--- config.mk ---
export PLATFORM = sky130hd
export DESIGN_NAME = nmea_sentence_checksum_framer_flat
export DESIGN_NICKNAME = d
export VERILOG_FILES = /design/src/hdl/nscf_pkg.sv /design/src/hdl/nscf_ifs.sv /design/src/hdl/nscf_front.sv /design/src/hdl/nscf_queue.sv /design/src/hdl/nscf_back.sv /design/src/hdl/nmea_sentence_checksum_framer.sv /design/src/flat_wrapper.sv
export VERILOG_INCLUDE_DIRS = /design/src /design/src/hdl
export SDC_FILE = /design/constraint.sdc
export NUM_CORES = 1
export LEC_CHECK = 0
export ABC_AREA = 1
export BUFFER_PORTS_ARGS = -buffer_cell sky130_fd_sc_hd__buf_4
export CAP_MARGIN = 40
export CORE_ASPECT_RATIO = 1.25
export CORE_UTILIZATION = 60
export CTS_CLUSTER_SIZE = 10
export DETAILED_ROUTE_END_ITERATION = 8
export HOLD_SLACK_MARGIN = 0.02
export PLACE_DENSITY = 0.82
export SLEW_MARGIN = 20
export SYNTH_ARGS = -nofsm -noshare
export SYNTH_HDL_FRONTEND = slang
export SYNTH_HIERARCHICAL = 1
export SYNTH_SLANG_ARGS = --single-unit
--- constraint.sdc ---
create_clock -name i_clk -period 7.08 [get_ports i_clk]
set_input_delay 0 -clock i_clk [delete_from_list [all_inputs] [get_ports i_clk]]
set_output_delay 0 -clock i_clk [all_outputs]
set_load 0.01 [all_outputs]
--- src/hdl/nmea_sentence_checksum_framer_assert.svh ---
// Assertion macros shared by the NMEA checksum framer RTL.
// Depends on nothing; the including module must provide i_clk and i_rst_n.
`ifndef NMEA_SENTENCE_CHECKSUM_FRAMER_ASSERT_SVH
`define NMEA_SENTENCE_CHECKSUM_FRAMER_ASSERT_SVH

// Same-cycle implication, checked outside reset.
`define NSCF_ASSERT_NOW(lbl, ante, cons) \
    lbl: assert property (@(posedge i_clk) disable iff (!i_rst_n) (ante) |-> (cons)) \
        else $error("nscf assertion failed");

// Next-cycle implication, checked outside reset.
`define NSCF_ASSERT_NEXT(lbl, ante, cons) \
    lbl: assert property (@(posedge i_clk) disable iff (!i_rst_n) (ante) |=> (cons)) \
        else $error("nscf assertion failed");

`endif

--- src/hdl/nscf_pkg.sv ---
// Package for the NMEA checksum framer: character codes, the title table,
// the sentence record type and the decode helpers. Depends on nothing.
`timescale 1ns / 1ps

package nscf_pkg;

    localparam logic [7:0] CH_DOLLAR  = 8'h24;
    localparam logic [7:0] CH_STAR    = 8'h2A;
    localparam int         TITLE_LEN  = 5;
    localparam int         NUM_TITLES = 21;
    localparam int         Q_DEPTH    = 2;

    // First title character sits in the top byte, as the front shifts it in.
    localparam logic [39:0] TITLES [NUM_TITLES] = '{
        "GPRMC", "GPVTG", "GPTXT", "GPGGA", "GPGSA", "GPGSV", "GPGLL",
        "GNRMC", "GNVTG", "GNGSA", "GNGGA", "GPZDA", "GNZDA", "GLZDA",
        "PRDCU", "GLGSV", "GLGSA", "GLGGA", "GLRMC", "GLVTG", "GNGLL"
    };

    // One finished sentence as handed from the parser to the classifier.
    typedef struct packed {
        logic        title_ok;
        logic [39:0] title;
        logic [7:0]  computed_sum;
        logic [7:0]  received_sum;
    } t_sentence;

    function automatic logic [3:0] hex_value(input logic [7:0] c);
        logic [3:0] v;
        v = 4'd0;
        if (c >= 8'h30 && c <= 8'h39) begin
            v = c[3:0];
        end else if (c >= 8'h41 && c <= 8'h46) begin
            v = 4'(c[3:0] + 4'd9);
        end
        return v;
    endfunction

    function automatic logic [4:0] title_code(input logic ok, input logic [39:0] t);
        logic [4:0] code;
        code = 5'd0;
        for (int i = NUM_TITLES - 1; i >= 0; i--) begin
            if (ok && t == TITLES[i]) begin
                code = 5'(i + 1);
            end
        end
        return code;
    endfunction

endpackage

--- src/hdl/nscf_ifs.sv ---
// Valid/ready channel interfaces for the framer's byte input and result output.
// Depends on nothing.
`timescale 1ns / 1ps

interface nscf_in_if;
    logic       valid;
    logic       ready;
    logic [7:0] rx_byte;

    modport source (output valid, output rx_byte, input ready);
    modport sink   (input valid, input rx_byte, output ready);
endinterface

interface nscf_out_if;
    logic       valid;
    logic       ready;
    logic [4:0] sentence_type;
    logic [7:0] computed_sum;
    logic [7:0] received_sum;
    logic       sum_ok;

    modport source (output valid, output sentence_type, output computed_sum,
                    output received_sum, output sum_ok, input ready);
    modport sink   (input valid, input sentence_type, input computed_sum,
                    input received_sum, input sum_ok, output ready);
endinterface

--- src/hdl/nscf_front.sv ---
// Sentence parser: framing, running XOR, title capture and hex digit decode.
// Depends on nscf_pkg.
`timescale 1ns / 1ps

module nscf_front
    import nscf_pkg::*;
(
    input  logic       i_clk,
    input  logic       i_rst_n,
    input  logic       i_valid,
    input  logic [7:0] i_rx_byte,
    output logic       o_ready,
    output logic       o_push,
    output t_sentence  o_rec,
    input  logic       i_q_ready
);

    typedef enum logic [1:0] {
        S_IDLE,
        S_BODY,
        S_HEX1,
        S_HEX2
    } t_phase;

    t_phase      r_phase, n_phase;
    logic [2:0]  r_count, n_count;
    logic [39:0] r_title, n_title;
    logic [7:0]  r_xor,   n_xor;
    logic [3:0]  r_nib,   n_nib;
    logic        w_accept;

    // Only the second checksum digit needs room in the queue.
    assign o_ready  = (r_phase != S_HEX2) || i_q_ready;
    assign w_accept = i_valid && o_ready;

    always_comb begin
        n_phase = r_phase;
        n_count = r_count;
        n_title = r_title;
        n_xor   = r_xor;
        n_nib   = r_nib;
        o_push  = 1'b0;
        o_rec.title_ok     = (r_count == 3'(TITLE_LEN));
        o_rec.title        = r_title;
        o_rec.computed_sum = r_xor;
        o_rec.received_sum = {r_nib, hex_value(i_rx_byte)};
        if (w_accept) begin
            if (i_rx_byte == CH_DOLLAR) begin
                n_phase = S_BODY;
                n_count = 3'd0;
                n_title = 40'd0;
                n_xor   = 8'd0;
                n_nib   = 4'd0;
            end else begin
                unique case (r_phase)
                    S_BODY: begin
                        if (i_rx_byte == CH_STAR) begin
                            n_phase = S_HEX1;
                        end else begin
                            n_xor = r_xor ^ i_rx_byte;
                            if (r_count < 3'(TITLE_LEN)) begin
                                n_title = {r_title[31:0], i_rx_byte};
                                n_count = 3'(r_count + 3'd1);
                            end
                        end
                    end
                    S_HEX1: begin
                        n_nib   = hex_value(i_rx_byte);
                        n_phase = S_HEX2;
                    end
                    S_HEX2: begin
                        o_push  = 1'b1;
                        n_phase = S_IDLE;
                    end
                    default: begin
                        n_phase = S_IDLE;
                    end
                endcase
            end
        end
    end

    always_ff @(posedge i_clk) begin
        if (!i_rst_n) begin
            r_phase <= S_IDLE;
            r_count <= 3'd0;
            r_title <= 40'd0;
            r_xor   <= 8'd0;
            r_nib   <= 4'd0;
        end else begin
            r_phase <= n_phase;
            r_count <= n_count;
            r_title <= n_title;
            r_xor   <= n_xor;
            r_nib   <= n_nib;
        end
    end

endmodule

--- src/hdl/nscf_queue.sv ---
// Two-entry queue of finished sentence records between parser and classifier.
// Depends on nscf_pkg.
`timescale 1ns / 1ps

module nscf_queue
    import nscf_pkg::*;
(
    input  logic      i_clk,
    input  logic      i_rst_n,
    input  logic      i_push,
    input  t_sentence i_rec,
    output logic      o_ready,
    output logic      o_valid,
    output t_sentence o_rec,
    input  logic      i_pop
);

    t_sentence  r_mem [Q_DEPTH];
    logic       r_wr, r_rd;
    logic [1:0] r_cnt;
    logic       w_push, w_pop;

    assign o_ready = (r_cnt != 2'(Q_DEPTH));
    assign o_valid = (r_cnt != 2'd0);
    assign o_rec   = r_mem[r_rd];
    assign w_push  = i_push && o_ready;
    assign w_pop   = i_pop && o_valid;

    always_ff @(posedge i_clk) begin
        if (!i_rst_n) begin
            r_wr  <= 1'b0;
            r_rd  <= 1'b0;
            r_cnt <= 2'd0;
        end else begin
            if (w_push) begin
                r_wr <= ~r_wr;
            end
            if (w_pop) begin
                r_rd <= ~r_rd;
            end
            r_cnt <= 2'(r_cnt + {1'b0, w_push} - {1'b0, w_pop});
        end
        if (w_push) begin
            r_mem[r_wr] <= i_rec;
        end
    end

endmodule

--- src/hdl/nscf_back.sv ---
// Classifier and output register: title lookup, checksum compare, result hold.
// Depends on nscf_pkg.
`timescale 1ns / 1ps

module nscf_back
    import nscf_pkg::*;
(
    input  logic       i_clk,
    input  logic       i_rst_n,
    input  logic       i_valid,
    input  t_sentence  i_rec,
    output logic       o_pop,
    output logic       o_valid,
    input  logic       i_ready,
    output logic [4:0] o_sentence_type,
    output logic [7:0] o_computed_sum,
    output logic [7:0] o_received_sum,
    output logic       o_sum_ok
);

    logic       r_valid;
    logic [4:0] r_type;
    logic [7:0] r_csum, r_rsum;
    logic       r_ok;

    // Load whenever the output slot is empty or being emptied this cycle.
    assign o_pop = i_valid && (!r_valid || i_ready);

    always_ff @(posedge i_clk) begin
        if (!i_rst_n) begin
            r_valid <= 1'b0;
        end else if (o_pop) begin
            r_valid <= 1'b1;
        end else if (i_ready) begin
            r_valid <= 1'b0;
        end
        if (o_pop) begin
            r_type <= title_code(i_rec.title_ok, i_rec.title);
            r_csum <= i_rec.computed_sum;
            r_rsum <= i_rec.received_sum;
            r_ok   <= (i_rec.computed_sum == i_rec.received_sum);
        end
    end

    assign o_valid         = r_valid;
    assign o_sentence_type = r_type;
    assign o_computed_sum  = r_csum;
    assign o_received_sum  = r_rsum;
    assign o_sum_ok        = r_ok;

endmodule

--- src/hdl/nmea_sentence_checksum_framer.sv ---
// Top level of the NMEA 0183 sentence checksum framer.
// Depends on nscf_pkg, nscf_ifs, nscf_front, nscf_queue, nscf_back and the assert header.
//
//   Channel   Direction  Payload                                         Per item
//   i_rx      in         rx_byte[7:0]                                    one character
//   o_res     out        sentence_type[4:0] computed_sum[7:0]
//                        received_sum[7:0] sum_ok                        one sentence
//
// One character is taken per clock unless a second hex digit waits for queue room; the parser state is registered.
// A sentence result passes from its last hex digit into the record queue, and from there
// through the title lookup and compare into the output register.
// Reset is synchronous and active low; it idles the parser and empties queue and output.
// With the output stalled, two records wait in the queue and one in the output register;
// the parser keeps taking body characters and holds only on a second hex digit with no room.
`timescale 1ns / 1ps

`include "nmea_sentence_checksum_framer_assert.svh"

module nmea_sentence_checksum_framer
    import nscf_pkg::*;
(
    input  logic       i_clk,
    input  logic       i_rst_n,
    nscf_in_if.sink    i_rx,
    nscf_out_if.source o_res
);

    logic      w_push;
    logic      w_q_ready;
    logic      w_q_valid;
    logic      w_pop;
    t_sentence w_rec_in;
    t_sentence w_rec_out;

    // The front parses characters and pushes a record when a sentence completes.
    nscf_front u_front (
        .i_clk     (i_clk),
        .i_rst_n   (i_rst_n),
        .i_valid   (i_rx.valid),
        .i_rx_byte (i_rx.rx_byte),
        .o_ready   (i_rx.ready),
        .o_push    (w_push),
        .o_rec     (w_rec_in),
        .i_q_ready (w_q_ready)
    );

    // The queue decouples parsing from a stalled result consumer.
    nscf_queue u_queue (
        .i_clk   (i_clk),
        .i_rst_n (i_rst_n),
        .i_push  (w_push),
        .i_rec   (w_rec_in),
        .o_ready (w_q_ready),
        .o_valid (w_q_valid),
        .o_rec   (w_rec_out),
        .i_pop   (w_pop)
    );

    // The back classifies the title and presents the registered result.
    nscf_back u_back (
        .i_clk           (i_clk),
        .i_rst_n         (i_rst_n),
        .i_valid         (w_q_valid),
        .i_rec           (w_rec_out),
        .o_pop           (w_pop),
        .o_valid         (o_res.valid),
        .i_ready         (o_res.ready),
        .o_sentence_type (o_res.sentence_type),
        .o_computed_sum  (o_res.computed_sum),
        .o_received_sum  (o_res.received_sum),
        .o_sum_ok        (o_res.sum_ok)
    );

    // A record is produced only by an accepted character that is not a dollar.
    `NSCF_ASSERT_NOW(a_push_on_accept, w_push, i_rx.valid && i_rx.ready && i_rx.rx_byte != CH_DOLLAR)
    // The parser never completes a sentence into a full queue.
    `NSCF_ASSERT_NOW(a_no_overflow, w_push, w_q_ready)
    // The match flag always agrees with the two sums it reports.
    `NSCF_ASSERT_NOW(a_flag_matches, o_res.valid, o_res.sum_ok == (o_res.computed_sum == o_res.received_sum))
    // A record popped from the queue shows up as a valid result next cycle.
    `NSCF_ASSERT_NEXT(a_pop_to_out, w_pop, o_res.valid)

endmodule
--- src/flat_wrapper.sv ---
// flat-port wrapper written by rule: the top's interface ports become plain ports
module nmea_sentence_checksum_framer_flat import nscf_pkg::*;
  (i_clk, i_rst_n, i_rx_valid, i_rx_rx_byte, i_rx_ready, o_res_valid, o_res_sentence_type, o_res_computed_sum, o_res_received_sum, o_res_sum_ok, o_res_ready);
  nscf_in_if i_rx_i ();
  nscf_out_if o_res_i ();
  input  logic i_clk;
  input  logic i_rst_n;
  input wire logic [$bits(i_rx_i.valid)-1:0] i_rx_valid;
  input wire logic [$bits(i_rx_i.rx_byte)-1:0] i_rx_rx_byte;
  output wire logic [$bits(i_rx_i.ready)-1:0] i_rx_ready;
  output wire logic [$bits(o_res_i.valid)-1:0] o_res_valid;
  output wire logic [$bits(o_res_i.sentence_type)-1:0] o_res_sentence_type;
  output wire logic [$bits(o_res_i.computed_sum)-1:0] o_res_computed_sum;
  output wire logic [$bits(o_res_i.received_sum)-1:0] o_res_received_sum;
  output wire logic [$bits(o_res_i.sum_ok)-1:0] o_res_sum_ok;
  input wire logic [$bits(o_res_i.ready)-1:0] o_res_ready;
  assign i_rx_i.valid = i_rx_valid;
  assign i_rx_i.rx_byte = i_rx_rx_byte;
  assign i_rx_ready = i_rx_i.ready;
  assign o_res_valid = o_res_i.valid;
  assign o_res_sentence_type = o_res_i.sentence_type;
  assign o_res_computed_sum = o_res_i.computed_sum;
  assign o_res_received_sum = o_res_i.received_sum;
  assign o_res_sum_ok = o_res_i.sum_ok;
  assign o_res_i.ready = o_res_ready;
  nmea_sentence_checksum_framer u_core (.i_clk(i_clk), .i_rst_n(i_rst_n), .i_rx(i_rx_i), .o_res(o_res_i));
endmodule
==> qor.csv, run 1 <==
stage,metric,value,unit
sta,worst_pin_slew,0.813,ns
clock_network,clkTransAtPathRegs,0.08,ns
logic_synthesis,synth-compound-area-share,3.58,%
worst_hold_path,hold_path_class,primary input to register,
route,drt_wl_total,18800,um
sta,fin_crit,3.09,ns
logic_synthesis,synth-simple-area-share,20.5,%
sta,rsz0062_at_grt,false,
grt,antenna_found_initial,0,
sta,finalSetupViolCount,0,
worst_setup_path,cp-end-kind,register,
sta,post-route-period-util,43.7,%
logic_synthesis,synth_edf_count,136,
worst_setup_path,start_kind,register,
worst_setup_path,cp_max_fo,37,
logic_synthesis,synth_ff_type,edfxtp_1,
route,vias,6282,
clock_network,clock_latency,0.44,ns
floorplanning,io_pins,36,
sta,clock.fmax,323,MHz
layout,layout_commonest_cell,nand2_1,
logic_synthesis,synth_cells,876,
logic_synthesis,synth_area,9150,um2
worst_setup_path,path_class,register to register,
placement,placed_area,9550,um2
floorplanning,die_area,15700,um2
clock_network,cts_setup_buffers,0,
floorplanning,rows,50,
layout,diodes,0,
layout,area_growth_syn_to_layout,12.3,%
logic_synthesis,ys_ff_latch,199,
floorplanning,die-width,112,um
worst_setup_path,reg2regPathDepth,9,
layout,layout_common_cells,"nand2_1, edfxtp_1, nor2_1",
logic_synthesis,synthArstFlopShare,0,%
logic_synthesis,synthMuxAreaShare,8.25,%
sta,slew_viol_final,0,
route,routedWlPerCell,16.9,um
clock_network,cts_sinks,199,
power,power.leakage,0.00387,uW
clock_network,post_cts_resized,0,
grt,grt_usage,25.4,%
route,antenna_left,0,
power,peakVddDrop,0.175,mV
clock_network,cts_made_buffers,17,
logic_synthesis,synth_top_family_by_area,simple AND/OR/NAND/NOR gates,
grt,grt-ovfl-total,0,
floorplanning,initial_core_util,61.2,%
placement,gp_congestion,0.915,
logic_synthesis,ys_seq_area_share,58.4,%
layout,fin_nets,943,
floorplanning,core_area,15000,um2
route,drtIter0Drc,418,
worst_setup_path,required,7.16,ns
logic_synthesis,synth.distinct_cells,41,
route,remaining_drc_errors,0,
outcome,status,completed,
job,drv_cap,0,
clock_network,htreeDepth,4,
logic_synthesis,syn-num-nets,899,
clock_network,cts_buffer_depth,2,
route,vias_per_cell,5.63,
logic_synthesis,synthAdderAreaFrac,1.50,%
route,dr.pass1.iters,5,
worst_hold_path,whs_path_depth,5,
placement,detailed_place_hpwl,12000,um
floorplanning,die_h,140,um
worst_setup_path,cp_data_arrival_time,3.17,ns
logic_synthesis,synth.avg_cell_area,10.4,um2
sta,fin_setup_tns,0,ns
sta,slew_headroom,45.8,%
placement,io_buffers,35,
sta,fin_skew,0.0174,ns
layout,stdcell_area,10300,um2
clock_network,root_buffer,clkbuf_16,
logic_synthesis,synth_xor_area_share,1.72,%
clock_network,tritoncts,done,
logic_synthesis,synth_warnings,6,
grt,grt_max_degree,58,
layout,drive_gt1_share,20.4,%
layout,final_core_util,68.7,%
grt,grt_pass1_vias,6454,
grt,grt_first_pass_wirelength,30600,um
power,power.density,219,nW/um2
sta,finalHoldViolCount,0,
## path summary, 6_finish.rpt
path                                           from                                endpoint  slack [ns]
max          u_core/u_front/r_phase[0]$_SDFFE_PN0P_   u_core/u_queue/r_mem[0][40]$_DFFE_PP_        3.99
max reg2reg  u_core/u_front/r_phase[0]$_SDFFE_PN0P_   u_core/u_queue/r_mem[0][40]$_DFFE_PP_        3.99
min reg2reg  u_core/u_front/r_title[9]$_SDFFE_PN0P_   u_core/u_queue/r_mem[1][25]$_DFFE_PP_        0.45
min                                      i_rx_valid  u_core/u_front/r_phase[1]$_SDFFE_PN0P_        0.05
## routing by layer
layer | GRT usage [%] | part of all wire (%) | wire [um]
met1 | 29.8 | 40 | 7590
met4 | 12.4 | 2.3 | 424
met3 | 5.41 | 5.8 | 1100
met5 | 0 | 0 | 0
met2 | 44.2 | 52 | 9700
## state kept, by name (all words and copies together), names as in the netlist, named ones only
name and count:
u_core/u_front/r_nib 4, u_core/u_back/o_valid 1, u_core/u_queue/r_rd 1, u_core/u_back/o_sentence_type 5, u_core/u_back/o_received_sum 8, u_core/u_queue/r_wr 1, u_core/u_front/r_phase 2, u_core/u_back/o_computed_sum 8
u_core/u_front/r_title 40, u_core/u_queue/r_cnt 2, u_core/u_front/r_xor 8, u_core/u_queue/r_mem 114, u_core/u_front/r_count 3, u_core/u_back/o_sum_ok 1
## cell type report
| type | count | area [um2] |
|---|---|---|
| well taps | 182 | 228 |
| inverters | 93 | 349 |
| clock buffers | 18 | 429 |
| flip-flops and latches | 199 | 5350 |
| clock inverters | 14 | 175 |
| repair buffers | 55 | 473 |
| multi-input cells | 554 | 3270 |
| fillers | 1031 | 4680 |
## report_power, final
part | leakage, uW | total, uW | internal (uW) | switching [uW]
logic | 0.00179 | 47.5 | 17.0 | 30.6
registers | 0.00179 | 1230 | 1230 | 0.448
clock network | 0.000292 | 974 | 509 | 465
## cell usage after synthesis (2+ instances only)
library cell  instances  area [um2]
nand2_1             159         597
edfxtp_1            136        4080
nor2_1              106         398
nand3_1              82         410
inv_1                79         297
dfxtp_1              63        1260
a21oi_1              48         240
mux2_4               30         450
mux2_2               27         304
nand4_1              17         106
xnor2_1              17         149
inv_2                14        52.6
nor2_2               13        81.3
ha_1                 11         138
buf_2                10        50.1
nand2_2               9        56.3
buf_6                 8        90.1
clkbuf_1              7        26.3
nor2_4                5        56.3
nor3_1                4        20.0
buf_4                 3        22.5
nand3_2               3        30.0
o21ai_1               3        15.0
buf_1                 2        7.51
nand2_4               2        22.5
nor3_2                2        20.0
nor3b_1               2        15.0
## through the flow
step	hold slack (ns)	setup slack (ns)	total power [uW]	std cells
6_report	0.0528	3.99	2250	1115
5_1_grt	0.0836	3.71	2310	1115
4_1_cts	0.0327	4.01	2250	1115
3_5_place_dp	0.287	4.05	1290	1072
3_3_place_gp	0.278	4.18	1290	1070
2_1_floorplan	0.0935	2.73	1280	876
## worst max-delay path, stage by stage (launching register included)
cell and delay (ns):
dfxtp_1 0.34, ha_1 0.22, nand2_1 0.09, nand2_1 0.13, inv_1 0.36, nand2_1 0.10, nor2_1 0.19, nand2_1 0.13
nor2_4 0.56, buf_4 0.57
## timing repair
| item | 4_1_cts | 5_1_grt |
|---|---|---|
| endpoints found under the hold margin | 25 | 0 |
| hold buffers | 11 | 0 |
| setup endpoints to repair | 0 | 0 |
## kinds of logic after synthesis
kind of cell / Yosys count
compound gates: 58
xor+xnor: 18
fa+ha+maj: 11
mux: 57
flops: 199
buf+inv: 123
simple gates: 410
Power figures use the tool's default switching activity.
==> run 2: changes to the inputs <==
- ABC_AREA: 1 -> 0
- clock period: 7.08 -> 3.2 ns (I/O delays scaled with it)
==> qor.csv, run 2 <==
stage,metric,value,unit
layout,drive_gt1_share,24.4,%
grt,grt_first_pass_wirelength,27600,um
logic_synthesis,synth_area,8390,um2
power,finalPower,5020,uW
logic_synthesis,synth_common_cells,"edfxtp_1, dfxtp_1, nand2_1",
sta,rsz0062_at_grt,false,
logic_synthesis,synth_ff_type,edfxtp_1,
clock_network,clkTransAtPathRegs,0.08,ns
logic_synthesis,synth.area.top_cells,"edfxtp_1, dfxtp_1, mux2_4",
layout,regMostFlops,u_core/u_queue/r_mem,
clock_network,clock_latency,0.43,ns
route,routedWlPerCell,20.9,um
worst_setup_path,cp_slowest_cell,nor4bb_1,
floorplanning,initial_core_util,62.3,%
clock_network,post_cts_resized,0,
sta,fin_crit,2.94,ns
logic_synthesis,syn-num-nets,637,
logic_synthesis,yosys.area.top_type,edfxtp_1,
route,drtIter0Drc,318,
worst_hold_path,hold_path_class,primary input to register,
sta,fin_skew,0.0103,ns
clock_network,hold_buffers,10,
layout,layout_common_cells,"edfxtp_1, nand2_1, dfxtp_1",
worst_setup_path,path_cells,buf_12 > mux2_4 > nor4bb_1 > nand4_1 > nor4_1 > buf_4 > a221oi_1 > o2111ai_1,
layout,area_growth_syn_to_layout,14.4,%
grt,grt_pass1_vias,5269,
sta,slew_headroom,41.3,%
placement,gp_congestion,0.944,
sta,finalHoldViolCount,0,
floorplanning,io_pins,36,
placement,pre_cts_ws,0.326,ns
grt,antenna_found_initial,0,
layout,fin_nets,694,
worst_setup_path,cp_max_fo,27,
sta,layout_setup_ws,0.261,ns
layout,seqCellArea,5350,um2
grt,grt-ovfl-total,0,
sta,post-route-period-util,91.9,%
logic_synthesis,synth.distinct_cells,68,
worst_setup_path,cp-end-kind,register,
worst_setup_path,start_kind,register,
job,drv_cap,0,
route,remaining_drc_errors,0,
power,power.density,523,nW/um2
grt,grt_max_degree,61,
sta,clock.fmax,340,MHz
layout,diodes,0,
floorplanning,rows,47,
worst_setup_path,cp_data_arrival_time,3.21,ns
layout,layout_commonest_cell,edfxtp_1,
logic_synthesis,ys_ff_latch,199,
placement,io_buffers,35,
power,power.leakage,0.00334,uW
logic_synthesis,yosys.area.top_type_share,48.7,%
logic_synthesis,synth_cells,614,
clock_network,root_buffer,clkbuf_16,
clock_network,cts_setup_buffers,0,
clock_network,tritoncts,done,
floorplanning,die_h,134,um
route,antenna_left,0,
logic_synthesis,synth_warnings,6,
route,drt_wl_total,17900,um
logic_synthesis,synthArstFlopShare,0,%
logic_synthesis,synth.avg_cell_area,13.7,um2
sta,finalSetupViolCount,0,
layout,reg_top3,"u_core/u_queue/r_mem x114, u_core/u_front/r_title x40",
floorplanning,die-width,108,um
logic_synthesis,synth_edf_count,136,
sta,fin_setup_tns,0,ns
layout,multi_input_area,2830,um2
worst_setup_path,max_stage_delay,0.77,ns
worst_setup_path,required,3.47,ns
clock_network,htreeDepth,4,
floorplanning,core_area,13500,um2
sta,slew_viol_final,0,
logic_synthesis,yosysMostFrequentCell,edfxtp_1,
layout,largest_reg_flops,114,
route,dr.pass1.iters,5,
clock_network,cts_made_buffers,17,
logic_synthesis,ys_seq_area_share,63.7,%
outcome,status,completed,
sta,worst_pin_slew,0.868,ns
worst_setup_path,path_class,register to register,
clock_network,cts_buffer_depth,2,
power,peakVddDrop,0.384,mV
route,vias,5277,
clock_network,cts_sinks,199,
layout,nFillCells,806,
route,vias_per_cell,6.17,
placement,detailed_place_hpwl,11800,um
floorplanning,die_area,14500,um2
grt,grt_usage,26.1,%
==> run 2: final cells by class <==
class	count	share of cell area, %
well taps	171	2.23
multi-input cells	370	29.5
clock inverters	15	1.94
flip-flops and latches	199	55.7
clock buffers	17	4.43
inverters	20	0.782
repair buffers	63	5.45
==> run 2: per-stage QoR <==
stage / util [%] / cell area (um2) / hold slack (ns) / instances
floorplan: - / 8390 / 0.118 / 614
global placement: 66.0 / 8890 / 0.310 / 813
detailed placement: 66.0 / 8890 / 0.312 / 813
CTS: 71.3 / 9600 / 0.0872 / 855
global route: 71.3 / 9600 / 0.120 / 855
finish: 71.3 / 9600 / 0.0957 / 855
==> run 2: final timing paths <==
kind / startpoint / end / slack [ns] / cells past startpoint
setup / recovery: register / u_core/u_back/o_sentence_type[0]$_SDFFCE_PP1P_ / 0.26 / 8
hold / removal: i_rst_n / u_core/u_back/o_valid$_SDFFE_PN0P_ / 0.1 / 2
setup reg to reg: register / u_core/u_back/o_sentence_type[0]$_SDFFCE_PP1P_ / 0.26 / 8
hold reg to reg: u_core/u_front/r_title[16]$_SDFFE_PN0P_ / u_core/u_queue/r_mem[0][32]$_DFFE_PP_ / 0.45 / 0
==> run 2: cell families (layout without fill, tap and decap cells) <==
group / after synthesis / in the layout / share of synthesized area, %
xor+xnor: 15 / 15 / 1.57
buf+inv: 45 / 115 / 2.68
flops: 199 / 199 / 63.7
mux: 61 / 61 / 9.47
fa+ha+maj: 11 / 11 / 1.64
simple gates: 188 / 188 / 13.4
compound gates: 95 / 95 / 7.54
==> run 2: metal layers <==
layer  wire length, um  global-route usage [%]  vias up
met5                 0                       0        -
met1              6690                    29.0     2566
met3               775                    5.05       45
met4               675                    13.1        0
met2              9740                    47.0      211
li1                  -                       -     2455
==> run 2: worst max-delay path: cells and delay by family, from the launching register on <==
kind,cells,cell delay [ns]
DFF,1,0.48
muxes,1,0.37
AOI/OAI and AO/OA,2,0.20
buffers and inverters,2,0.43
and+or+nand+nor,3,1.26
==> run 2: where the power goes <==
part / leakage, uW / internal [uW] / switching, uW / total, uW
Sequential: 0.00178 / 2730 / 11.3 / 2740
Combinational: 0.00127 / 49.5 / 82.5 / 132
Clock: 0.000296 / 1070 / 1080 / 2150
==> run 3: changes to the inputs <==
- SYNTH_HIERARCHICAL: 1 -> not set
==> qor.csv, run 3 <==
stage,metric,value,unit
worst_setup_path,max_stage_delay,0.63,ns
layout,largest_reg_flops,114,
logic_synthesis,synth_common_cells,"edfxtp_1, dfxtp_1, nor2b_1",
clock_network,clkTransAtPathRegs,0.08,ns
route,vias,5166,
clock_network,cts_buffer_depth,2,
logic_synthesis,synth_edf_count,136,
clock_network,cts_setup_buffers,0,
sta,clock.fmax,358,MHz
sta,fin_crit,2.80,ns
clock_network,clock_latency,0.43,ns
sta,finalSetupViolCount,0,
logic_synthesis,ys_seq_area_share,65.5,%
logic_synthesis,synth_warnings,0,
logic_synthesis,synth_cells,601,
sta,slew_viol_final,0,
route,drtIter0Drc,330,
floorplanning,die_h,132,um
worst_setup_path,cp_slowest_cell,a2111oi_2,
layout,diodes,0,
route,antenna_left,0,
power,power.density,635,nW/um2
logic_synthesis,synth.distinct_cells,77,
grt,antenna_found_initial,0,
floorplanning,io_pins,36,
worst_setup_path,path_class,register to register,
sta,layout_setup_ws,0.404,ns
route,remaining_drc_errors,0,
layout,layout_common_cells,"edfxtp_1, dfxtp_1, buf_4",
layout,reg_top3,"u_core.u_queue.r_mem x114, u_core.u_front.r_title x40",
clock_network,cts_made_buffers,17,
floorplanning,core_area,13200,um2
route,routedWlPerCell,20.0,um
sta,whs,0.0356,ns
layout,regMostFlops,u_core.u_queue.r_mem,
sta,fin_setup_tns,0,ns
worst_setup_path,start_kind,register,
worst_setup_path,path_buf_inv,1,
grt,grt_usage,25.5,%
grt,grt_max_degree,59,
logic_synthesis,synth_area,8160,um2
logic_synthesis,yosysMostFrequentCell,edfxtp_1,
grt,grt-ovfl-total,0,
layout,drive_gt1_share,18.0,%
clock_network,htreeDepth,4,
placement,detailed_place_hpwl,10900,um
floorplanning,die_area,14100,um2
sta,fin_skew,0.0125,ns
outcome,status,completed,
sta,slew_headroom,47.6,%
logic_synthesis,yosys.area.top_type_share,50.1,%
route,vias_per_cell,6.17,
layout,nFillCells,829,
job,drv_cap,0,
worst_setup_path,required,3.46,ns
power,peakVddDrop,0.533,mV
sta,finalHoldViolCount,0,
logic_synthesis,syn-num-nets,624,
worst_setup_path,cp_max_fo,18,
sta,post-route-period-util,87.4,%
logic_synthesis,ys_ff_latch,199,
power,power.leakage,0.00326,uW
worst_setup_path,cp_data_arrival_time,3.06,ns
grt,grt_first_pass_wirelength,27000,um
logic_synthesis,synth.area.top_cells,"edfxtp_1, dfxtp_1, a22oi_1",
sta,rsz0062_at_grt,false,
layout,area_growth_syn_to_layout,14.2,%
logic_synthesis,yosys.area.top_type,edfxtp_1,
floorplanning,initial_core_util,61.7,%
clock_network,root_buffer,clkbuf_16,
floorplanning,die-width,106,um
worst_setup_path,path_cells,buf_4 > mux2_2 > or2_2 > nand4b_1 > a2111oi_2 > a21oi_1 > o2111ai_1,
floorplanning,rows,47,
power,finalPower,5920,uW
logic_synthesis,synth_ff_type,edfxtp_1,
route,drt_wl_total,16800,um
placement,gp_congestion,0.873,
worst_hold_path,hold_path_class,primary input to register,
sta,worst_pin_slew,0.766,ns
layout,fin_nets,676,
worst_setup_path,cp-end-kind,register,
placement,pre_cts_ws,0.496,ns
logic_synthesis,synthArstFlopShare,0,%
placement,io_buffers,35,
layout,layout_commonest_cell,edfxtp_1,
logic_synthesis,synth.avg_cell_area,13.6,um2
worst_setup_path,crit_family,compound AO/OA/AOI/OAI gates,
route,dr.pass1.iters,5,
grt,grt_pass1_vias,5180,
layout,final_core_util,70.4,%
clock_network,cts_sinks,199,
clock_network,tritoncts,done,
==> run 3: worst paths after layout <==
path                                                           start                                             end  slack [ns]  depth (start not counted)
worst max-delay path                                        register  u_core.u_back.o_sentence_type[0]$_SDFFCE_PP1P_        0.40                          7
worst min-delay path                                         i_rst_n                u_core.u_queue.r_wr$_SDFFE_PN0P_        0.04                          2
worst max register to register                              register  u_core.u_back.o_sentence_type[0]$_SDFFCE_PP1P_        0.40                          7
worst min register to register  u_core.u_front.r_nib[0]$_SDFFE_PN0P_            u_core.u_queue.r_mem[1][4]$_DFFE_PP_        0.45                          0
==> run 3: layer usage <==
layer	share of wire, %	track usage, %
met1	40	31.5
met2	51	42.5
met3	5.3	5.29
met4	3.7	12.2
met5	0	0
==> run 3: logic make-up after synthesis <==
group / after synthesis / synth area share (%)
buffers and inverters: 42 / 2.35
and+or+nand+nor: 192 / 14.5
xor gates and xnor gates: 22 / 2.36
DFF: 199 / 65.5
muxes: 27 / 3.59
adders and majority gates: 11 / 1.69
AOI/OAI and AO/OA: 108 / 9.98
==> run 3: worst reg2reg max path: cells and delay by family (launching register included) <==
kind                   cells  cell delay (ns)
AOI/OAI and AO/OA          3             0.96
buffers and inverters      1             0.30
DFF                        1             0.39
muxes                      1             0.41
and+or+nand+nor            2             0.60
==> run 3: layout make-up <==
class	count	area (um2)	area share (%)
inverter	17	63.8	0.685
clock inverter	14	121	1.30
tap	171	214	2.30
clock buffer	18	439	4.71
sequential	199	5350	57.4
timing repair buffer	58	493	5.29
multi-input combinational	360	2640	28.4
==> run 3: timing repair <==
item                                   CTS  global route
endpoints found under the hold margin   20             0
gates resized for setup                  0             0
hold buffers                            10             0
setup endpoints to repair                0             0
==> run 3: stage by stage <==
stage | std cells | area [um2]
floorplan | 601 | 8160
global placement | 793 | 8640
detailed placement | 795 | 8660
CTS | 837 | 9320
global route | 837 | 9320
finish | 837 | 9320
==> run 3: power by group <==
group | switching [uW] | total (uW) | internal, uW
combinational | 520 | 940 | 420
clock | 949 | 1990 | 1040
sequential | 70.5 | 2990 | 2920
